$ cat src/hdl/utf8_stream_validator_top_macros.svh
// assertion helpers used by utf8sv_back
`ifndef UTF8_STREAM_VALIDATOR_TOP_MACROS_SVH
`define UTF8_STREAM_VALIDATOR_TOP_MACROS_SVH

`ifndef SYNTHESIS
`define UTF8SV_ASSERT_SAME(label, clk, rst_n, ante, cons) \
    label: assert property (@(posedge clk) disable iff (!rst_n) (ante) |-> (cons)) \
        else $error("assertion failed");
`define UTF8SV_ASSERT_NEXT(label, clk, rst_n, ante, cons) \
    label: assert property (@(posedge clk) disable iff (!rst_n) (ante) |=> (cons)) \
        else $error("assertion failed");
`else
`define UTF8SV_ASSERT_SAME(label, clk, rst_n, ante, cons)
`define UTF8SV_ASSERT_NEXT(label, clk, rst_n, ante, cons)
`endif

`endif

$ cat src/hdl/utf8sv_pkg.sv
`timescale 1ns / 1ps
`default_nettype none

package utf8sv_pkg;

    // byte classes decided by the front end
    localparam logic [2:0] CLS_ASCII = 3'd0;
    localparam logic [2:0] CLS_CONT  = 3'd1;
    localparam logic [2:0] CLS_LEAD2 = 3'd2;
    localparam logic [2:0] CLS_LEAD3 = 3'd3;
    localparam logic [2:0] CLS_LEAD4 = 3'd4;
    localparam logic [2:0] CLS_BAD   = 3'd5;

    localparam int CP_W = 21;

    typedef struct packed {
        logic [2:0] cls;
        logic [5:0] bits;
        logic       last;
    } item_t;

    function automatic logic cp_ok(input logic [2:0] seq_len, input logic [CP_W-1:0] cp);
        logic ok;
        begin
            ok = 1'b1;
            if (seq_len == 3'd2 && cp < 21'h80) ok = 1'b0;
            if (seq_len == 3'd3 && cp < 21'h800) ok = 1'b0;
            if (seq_len == 3'd4 && cp < 21'h10000) ok = 1'b0;
            if (cp > 21'h10ffff) ok = 1'b0;
            if (cp >= 21'hd800 && cp <= 21'hdfff) ok = 1'b0;
            return ok;
        end
    endfunction

endpackage

`default_nettype wire

$ cat src/hdl/utf8sv_front.sv
`timescale 1ns / 1ps
`default_nettype none

module utf8sv_front
(
    input  wire logic              clk,
    input  wire logic              rst_n,
    input  wire logic              s_tvalid,
    output logic                   s_tready,
    input  wire logic [7:0]        s_tdata,    // data_byte
    input  wire logic              s_tlast,    // last_byte
    output logic                   item_valid,
    input  wire logic              item_ready,
    output utf8sv_pkg::item_t      item
);

    logic               fv_reg;
    logic               fv_next;
    utf8sv_pkg::item_t  item_reg;
    utf8sv_pkg::item_t  item_next;
    logic               take;

    assign s_tready   = !fv_reg || item_ready;
    assign take       = s_tvalid && s_tready;
    assign item_valid = fv_reg;
    assign item       = item_reg;

    always_comb
    begin
        item_next.last = s_tlast;
        priority if (!s_tdata[7])
        begin
            item_next.cls  = utf8sv_pkg::CLS_ASCII;
            item_next.bits = s_tdata[5:0];
        end
        else if (s_tdata[7:6] == 2'b10)
        begin
            item_next.cls  = utf8sv_pkg::CLS_CONT;
            item_next.bits = s_tdata[5:0];
        end
        else if (s_tdata[7:5] == 3'b110)
        begin
            item_next.cls  = utf8sv_pkg::CLS_LEAD2;
            item_next.bits = {1'b0, s_tdata[4:0]};
        end
        else if (s_tdata[7:4] == 4'b1110)
        begin
            item_next.cls  = utf8sv_pkg::CLS_LEAD3;
            item_next.bits = {2'b0, s_tdata[3:0]};
        end
        else if (s_tdata[7:3] == 5'b11110)
        begin
            item_next.cls  = utf8sv_pkg::CLS_LEAD4;
            item_next.bits = {3'b0, s_tdata[2:0]};
        end
        else
        begin
            item_next.cls  = utf8sv_pkg::CLS_BAD;
            item_next.bits = 6'd0;
        end
    end

    always_comb
    begin
        fv_next = fv_reg;
        if (take)
            fv_next = 1'b1;
        else if (item_ready)
            fv_next = 1'b0;
    end

    always_ff @(posedge clk or negedge rst_n)
    begin
        if (!rst_n)
            fv_reg <= 1'b0;
        else
            fv_reg <= fv_next;
    end

    always_ff @(posedge clk)
    begin
        if (take)
            item_reg <= item_next;
    end

endmodule

`default_nettype wire

$ cat src/hdl/utf8sv_queue.sv
`timescale 1ns / 1ps
`default_nettype none

module utf8sv_queue
#(
    parameter int DEPTH = 2
)
(
    input  wire logic              clk,
    input  wire logic              rst_n,
    input  wire logic              push_valid,
    output logic                   push_ready,
    input  wire utf8sv_pkg::item_t push_item,
    output logic                   pop_valid,
    input  wire logic              pop_ready,
    output utf8sv_pkg::item_t      pop_item
);

    localparam int PTR_W = (DEPTH > 1) ? $clog2(DEPTH) : 1;
    localparam int CNT_W = $clog2(DEPTH + 1);

    utf8sv_pkg::item_t  slots_reg [DEPTH];
    logic [PTR_W-1:0]   wr_ptr_reg;
    logic [PTR_W-1:0]   wr_ptr_next;
    logic [PTR_W-1:0]   rd_ptr_reg;
    logic [PTR_W-1:0]   rd_ptr_next;
    logic [CNT_W-1:0]   count_reg;
    logic [CNT_W-1:0]   count_next;
    logic               push;
    logic               pop;

    assign push_ready = (count_reg != CNT_W'(DEPTH));
    assign pop_valid  = (count_reg != '0);
    assign pop_item   = slots_reg[rd_ptr_reg];
    assign push       = push_valid && push_ready;
    assign pop        = pop_valid && pop_ready;

    always_comb
    begin
        wr_ptr_next = wr_ptr_reg;
        rd_ptr_next = rd_ptr_reg;
        count_next  = count_reg;
        if (push)
            wr_ptr_next = (wr_ptr_reg == PTR_W'(DEPTH - 1)) ? '0 : wr_ptr_reg + 1'b1;
        if (pop)
            rd_ptr_next = (rd_ptr_reg == PTR_W'(DEPTH - 1)) ? '0 : rd_ptr_reg + 1'b1;
        if (push && !pop)
            count_next = count_reg + 1'b1;
        else if (pop && !push)
            count_next = count_reg - 1'b1;
    end

    always_ff @(posedge clk or negedge rst_n)
    begin
        if (!rst_n)
        begin
            wr_ptr_reg <= '0;
            rd_ptr_reg <= '0;
            count_reg  <= '0;
        end
        else
        begin
            wr_ptr_reg <= wr_ptr_next;
            rd_ptr_reg <= rd_ptr_next;
            count_reg  <= count_next;
        end
    end

    always_ff @(posedge clk)
    begin
        if (push)
            slots_reg[wr_ptr_reg] <= push_item;
    end

endmodule

`default_nettype wire

$ cat src/hdl/utf8sv_back.sv
`timescale 1ns / 1ps
`default_nettype none

`include "utf8_stream_validator_top_macros.svh"

module utf8sv_back
(
    input  wire logic              clk,
    input  wire logic              rst_n,
    input  wire logic              item_valid,
    output logic                   item_ready,
    input  wire utf8sv_pkg::item_t item,
    output logic                   m_tvalid,
    input  wire logic              m_tready,
    output logic [7:0]             m_tdata,    // valid_so_far, message_valid, zero fill
    output logic                   m_tlast     // message_done
);

    localparam int CP_W = utf8sv_pkg::CP_W;

    logic [1:0]      pend_reg;
    logic [1:0]      pend_next;
    logic [2:0]      len_reg;
    logic [2:0]      len_next;
    logic [CP_W-1:0] cp_reg;
    logic [CP_W-1:0] cp_next;
    logic            err_reg;
    logic            err_next;
    logic            ov_reg;
    logic            ov_next;
    logic            vsf_reg;
    logic            mv_reg;
    logic            last_reg;
    logic            pop;
    logic [CP_W-1:0] cp_shift;
    logic [1:0]      pend_dec;

    assign item_ready = !ov_reg || m_tready;
    assign pop        = item_valid && item_ready;
    assign m_tvalid   = ov_reg;
    assign m_tdata    = {6'd0, mv_reg, vsf_reg};
    assign m_tlast    = last_reg;
    assign cp_shift   = {cp_reg[CP_W-7:0], item.bits};
    assign pend_dec   = pend_reg - 2'd1;

    // decode step on the popped byte, before end-of-message clearing
    always_comb
    begin
        pend_next = pend_reg;
        len_next  = len_reg;
        cp_next   = cp_reg;
        err_next  = err_reg;
        if (!err_reg)
        begin
            if (pend_reg == 2'd0)
            begin
                unique case (item.cls)
                    utf8sv_pkg::CLS_ASCII:
                    begin
                    end
                    utf8sv_pkg::CLS_LEAD2:
                    begin
                        len_next  = 3'd2;
                        pend_next = 2'd1;
                        cp_next   = {15'd0, item.bits};
                    end
                    utf8sv_pkg::CLS_LEAD3:
                    begin
                        len_next  = 3'd3;
                        pend_next = 2'd2;
                        cp_next   = {15'd0, item.bits};
                    end
                    utf8sv_pkg::CLS_LEAD4:
                    begin
                        len_next  = 3'd4;
                        pend_next = 2'd3;
                        cp_next   = {15'd0, item.bits};
                    end
                    default:
                    begin
                        err_next = 1'b1;
                    end
                endcase
            end
            else if (item.cls != utf8sv_pkg::CLS_CONT)
            begin
                err_next  = 1'b1;
                pend_next = 2'd0;
                len_next  = 3'd0;
                cp_next   = '0;
            end
            else if (pend_dec != 2'd0)
            begin
                pend_next = pend_dec;
                cp_next   = cp_shift;
            end
            else
            begin
                err_next  = !utf8sv_pkg::cp_ok(len_reg, cp_shift);
                pend_next = 2'd0;
                len_next  = 3'd0;
                cp_next   = '0;
            end
        end
    end

    always_comb
    begin
        ov_next = ov_reg;
        if (pop)
            ov_next = 1'b1;
        else if (m_tready)
            ov_next = 1'b0;
    end

    always_ff @(posedge clk or negedge rst_n)
    begin
        if (!rst_n)
        begin
            pend_reg <= 2'd0;
            len_reg  <= 3'd0;
            cp_reg   <= '0;
            err_reg  <= 1'b0;
            ov_reg   <= 1'b0;
        end
        else
        begin
            ov_reg <= ov_next;
            if (pop)
            begin
                if (item.last)
                begin
                    pend_reg <= 2'd0;
                    len_reg  <= 3'd0;
                    cp_reg   <= '0;
                    err_reg  <= 1'b0;
                end
                else
                begin
                    pend_reg <= pend_next;
                    len_reg  <= len_next;
                    cp_reg   <= cp_next;
                    err_reg  <= err_next;
                end
            end
        end
    end

    always_ff @(posedge clk)
    begin
        if (pop)
        begin
            vsf_reg  <= !err_next;
            mv_reg   <= item.last && !err_next && (pend_next == 2'd0);
            last_reg <= item.last;
        end
    end

    `UTF8SV_ASSERT_SAME(a_pend_has_len, clk, rst_n, pend_reg != 2'd0, len_reg >= 3'd2)
    `UTF8SV_ASSERT_SAME(a_err_no_seq, clk, rst_n, err_reg, pend_reg == 2'd0 && len_reg == 3'd0)
    `UTF8SV_ASSERT_SAME(a_verdict_implies_clean, clk, rst_n, ov_reg && mv_reg, vsf_reg && last_reg)
    `UTF8SV_ASSERT_NEXT(a_clear_after_last, clk, rst_n, pop && item.last, pend_reg == 2'd0 && !err_reg && cp_reg == '0)

endmodule

`default_nettype wire

$ cat src/hdl/utf8_stream_validator_top.sv
// strict utf-8 checker, one byte per transaction, one result per byte
// path: front item register, queue slot, then the back output register
// throughput: one byte per cycle unless m_tready stalls; decode updates per byte
// the front and back are joined by a small queue so either side may stall alone
// reset: rst_n async active low clears decode state, queue and the output valid flag
`timescale 1ns / 1ps
`default_nettype none

module utf8_stream_validator_top
#(
    parameter int QUEUE_DEPTH = 2
)
(
    input  wire logic       clk,
    input  wire logic       rst_n,
    input  wire logic       s_tvalid,
    output logic            s_tready,
    input  wire logic [7:0] s_tdata,    // data_byte
    input  wire logic       s_tlast,    // last_byte
    output logic            m_tvalid,
    input  wire logic       m_tready,
    output logic [7:0]      m_tdata,    // valid_so_far, message_valid, zero fill
    output logic            m_tlast     // message_done
);

    logic               f_valid;
    logic               f_ready;
    utf8sv_pkg::item_t  f_item;
    logic               q_valid;
    logic               q_ready;
    utf8sv_pkg::item_t  q_item;

    utf8sv_front u_front
    (
        .clk        (clk),
        .rst_n      (rst_n),
        .s_tvalid   (s_tvalid),
        .s_tready   (s_tready),
        .s_tdata    (s_tdata),
        .s_tlast    (s_tlast),
        .item_valid (f_valid),
        .item_ready (f_ready),
        .item       (f_item)
    );

    utf8sv_queue #(.DEPTH(QUEUE_DEPTH)) u_queue
    (
        .clk        (clk),
        .rst_n      (rst_n),
        .push_valid (f_valid),
        .push_ready (f_ready),
        .push_item  (f_item),
        .pop_valid  (q_valid),
        .pop_ready  (q_ready),
        .pop_item   (q_item)
    );

    utf8sv_back u_back
    (
        .clk        (clk),
        .rst_n      (rst_n),
        .item_valid (q_valid),
        .item_ready (q_ready),
        .item       (q_item),
        .m_tvalid   (m_tvalid),
        .m_tready   (m_tready),
        .m_tdata    (m_tdata),
        .m_tlast    (m_tlast)
    );

endmodule

`default_nettype wire
$ cat config.mk
export PLATFORM = sky130hd
export DESIGN_NAME = utf8_stream_validator_top
export DESIGN_NICKNAME = d
export VERILOG_FILES = /design/src/hdl/utf8sv_pkg.sv /design/src/hdl/utf8sv_front.sv /design/src/hdl/utf8sv_queue.sv /design/src/hdl/utf8sv_back.sv /design/src/hdl/utf8_stream_validator_top.sv
export VERILOG_INCLUDE_DIRS = /design/src /design/src/hdl
export SDC_FILE = /design/constraint.sdc
export NUM_CORES = 1
export LEC_CHECK = 0
export BUFFER_PORTS_ARGS = -buffer_cell sky130_fd_sc_hd__buf_2
export CAP_MARGIN = 20
export CORE_MARGIN = 1.5
export CORE_UTILIZATION = 61
export CTS_BUF_LIST = sky130_fd_sc_hd__clkbuf_4 sky130_fd_sc_hd__clkbuf_8
export DETAILED_ROUTE_END_ITERATION = 10
export PLACE_DENSITY = 0.81
export SYNTH_ARGS = -nofsm -noshare
export SYNTH_HDL_FRONTEND = slang
export SYNTH_SLANG_ARGS = --single-unit
$ cat constraint.sdc
create_clock -name clk -period 2.7 [get_ports clk]
set_clock_uncertainty 0.15 [all_clocks]
set_input_delay 0.405 -clock clk [delete_from_list [all_inputs] [get_ports clk]]
set_output_delay 0.405 -clock clk [all_outputs]
set_load 0.02 [all_outputs]
==> summary.md <==
| Metric | Value |
|---|---|
| Status | finished, final reports clean |
| Max cap viols | 0 |
| Static leakage | 1.29 nW |
| Flip-flop and latch count after synthesis | 60 |
| Global-route wire length before repair | 7330 µm |
| Minimum clock period | 2.43 ns |
| Antenna diode count | 0 |
| Final period util | 0.901 |
| Mean routed wirelength per cell | 13.0 µm |
| Power after layout | 3.39 mW |
| Total CTS buffers | 9 |
| Final slew viol count | 0 |
| 1st-pass router iterations | 4 |
| Met1 usage | 0.236 |
| Total Routing Usage GR | 0.193 |
| Hold depth | 1 |
| Worst vdd rail ir drop | 0.558 mV |
| Setup violators final | 0 |
| Dpl cell area | 0.00289 mm² |
| Largest cells by area after synthesis | edfxtp_1 35%, dfrtp_1 24%, mux2i_1 3.6% |
| Vias/cell | 5.51 |
| Worst EP arrival | 2.49 ns |
| Mapped Cells | 230 |
| # clock sinks | 60 |
| Fmax achieved | 411 MHz |
| Fin area | 0.00312 mm² |
| P per Cell Area | 1090 mW/mm² |
| Die W | 70.8 µm |
| Clk Latency, worst-skew pair | 0.33 ns |
| RSZ-0062 raised after global routing | false |
| H-tree levels | 3 |
| Vias in the first global route | 1633 |
| Met2 Track Usage GR | 0.309 |
| Final Hold Vio Count | 0 |
| Register area share after synthesis | 0.595 |
| Top-area cell type share of the netlist area | 0.354 |
| Antenna-violating nets left | 0 |
| Count leader, synth | edfxtp_1 |
| HP Class | in -> reg |
| Top FF cell, synth | edfxtp_1 |
| Initial detailed-routing violation count | 131 |
| Met3 Track Usage GR | 0.0584 |
| Setup CP Type | reg -> reg |
| DPL Wire Length | 2930 µm |
| Pre-CTS setup slack | 0.252 ns |
| Die height | 70.8 µm |
| Worst setup SP type | register |
| Setup ws final | 0.268 ns |
| Die area | 0.00501 mm² |
| Max FFs per register | 20 |
| Grt total ovfl | 0 |
| # hold bufs at CTS | 1 |
| Nets | 268 |
| Synth top cells by count | 33 x edfxtp_1, 27 x dfrtp_1, 24 x nand2_1 |
| Post-Route WL | 4020 µm |
| Vias | 1703 |
| Slew HR | 0.493 |
| PortBufs | 17 |
| Least-Margin Pin Slew | 0.757 ns |
| Num rows | 24 |
| Setup Fix Bufs, Post-CTS | 0 |
| Layout cells sized above 1 | 0.195 |
| Critical path required time | 2.76 ns |
| Reg clk slew, reported paths | 0.06 ns |
| Most Crowded Layer GR | met2 |
| Gates resized, CTS repair | 0 |
| Synth area leader | edfxtp_1 |
| Synthesis-to-finish area growth | 11.3% |
| Unique masters post-synth | 54 |
| Global placement routability congestion | 0.844 |
| FF-to-FF path depth | 5 |
| # IOs | 24 |
| Crit path capture type | register |
| Clk buf depth | 2 |
| Synth Cell Area | 0.00280 mm² |
| Placeable Area | 0.00438 mm² |
| Post-synth EDFFs | 33 |
| Drc violations | 0 |
| CTS tree | yes |
| Final core occ | 0.711 |
| Initial antenna violation count | 0 |
| Final setup TNS | 0 ns |
| Largest net degree at the start of global routing | 28 |
| Synth warn | 0 |
| Post-Syn Area per Cell | 12.2 µm² |
| Crit-path max FO | 18 |
| Root Buffer | clkbuf_8 |
| Initial Util | 0.639 |
| Synth async-reset ratio | 0.450 |
-- cell families after synthesis --
| family | Yosys count | share of synthesized area |
|---|---|---|
| mux | 15 | 0.0612 |
| other cells | 1 | 0.00134 |
| simple gates | 75 | 0.146 |
| compound gates | 38 | 0.102 |
| fa+ha+maj | 3 | 0.0134 |
| flops | 60 | 0.595 |
| buf+inv | 31 | 0.0594 |
| xor+xnor | 7 | 0.0219 |
-- power by group --
part	switching, mW	internal, mW
Sequential	0.212	1.27
Clock	0.312	0.512
Combinational	0.600	0.488
Total	1.12	2.27
-- worst max-delay path, stage by stage, from the launching register on --
cell and delay [ns]:
dfrtp_1 0.73, nor4bb_1 0.33, o21ai_0 0.19, or2_2 0.40, nand2b_1 0.16, mux2_2 0.34
-- cell type report --
class | count | area [µm²]
Tap cell | 52 | 65.1
Clock buffer | 13 | 173
Timing Repair Buffer | 22 | 125
Fill cell | 289 | 1270
Multi-Input combinational cell | 144 | 986
Clock inverter | 3 | 43.8
Inverter | 15 | 56.3
Sequential cell | 60 | 1670
-- path summary, 6_finish.rpt --
| check | startpoint | endpoint | slack, ns |
|---|---|---|---|
| max | u_queue.rd_ptr_reg | u_back.len_reg[0] | 0.27 |
| min | s_tlast | u_front.item[0] | 0.10 |
| max reg2reg | u_queue.rd_ptr_reg | u_back.len_reg[0] | 0.27 |
| min reg2reg | u_front.item[3] | u_queue.slots_reg[1][3] | 0.29 |
| max in group asynchronous | rst_n | u_back.pend_reg[1] | 1.56 |
| min in group asynchronous | rst_n | u_back.cp_reg[13] | 0.46 |
-- through the flow --
stage,instances,hold WS (ns)
detailed placement,292,0.279
finish,309,0.103
CTS,309,0.0852
floorplan,235,-0.0406
global placement,292,0.273
global route,309,0.0899
-- placed cells by master, fill, tap and decap left out, drive strengths merged, types with 2 or more instances in the layout --
master	Yosys	layout
nand2b	7	7
o31ai	9	9
a221o	2	2
clkinv	0	2
nor2	13	13
buf	14	21
nor3b	2	2
o21ai	10	10
nor4b	4	4
a21oi	3	3
nor4	2	2
mux2i	10	10
clkbuf	2	13
xnor2	4	4
mux2	4	4
ha	3	3
nand4	2	2
dfrtp	27	27
nand3	2	2
nor3	4	4
inv	15	15
edfxtp	33	33
conb	1	6
xor2	3	3
and2	5	5
nor2b	3	3
nand2	24	24
-- per-layer routing --
layer / routed length, µm / share of wire
met5: 0 / 0
met4: 87 / 0.022
met3: 159 / 0.040
met2: 2000 / 0.50
met1: 1780 / 0.44
(Power assumes the default switching activity.)
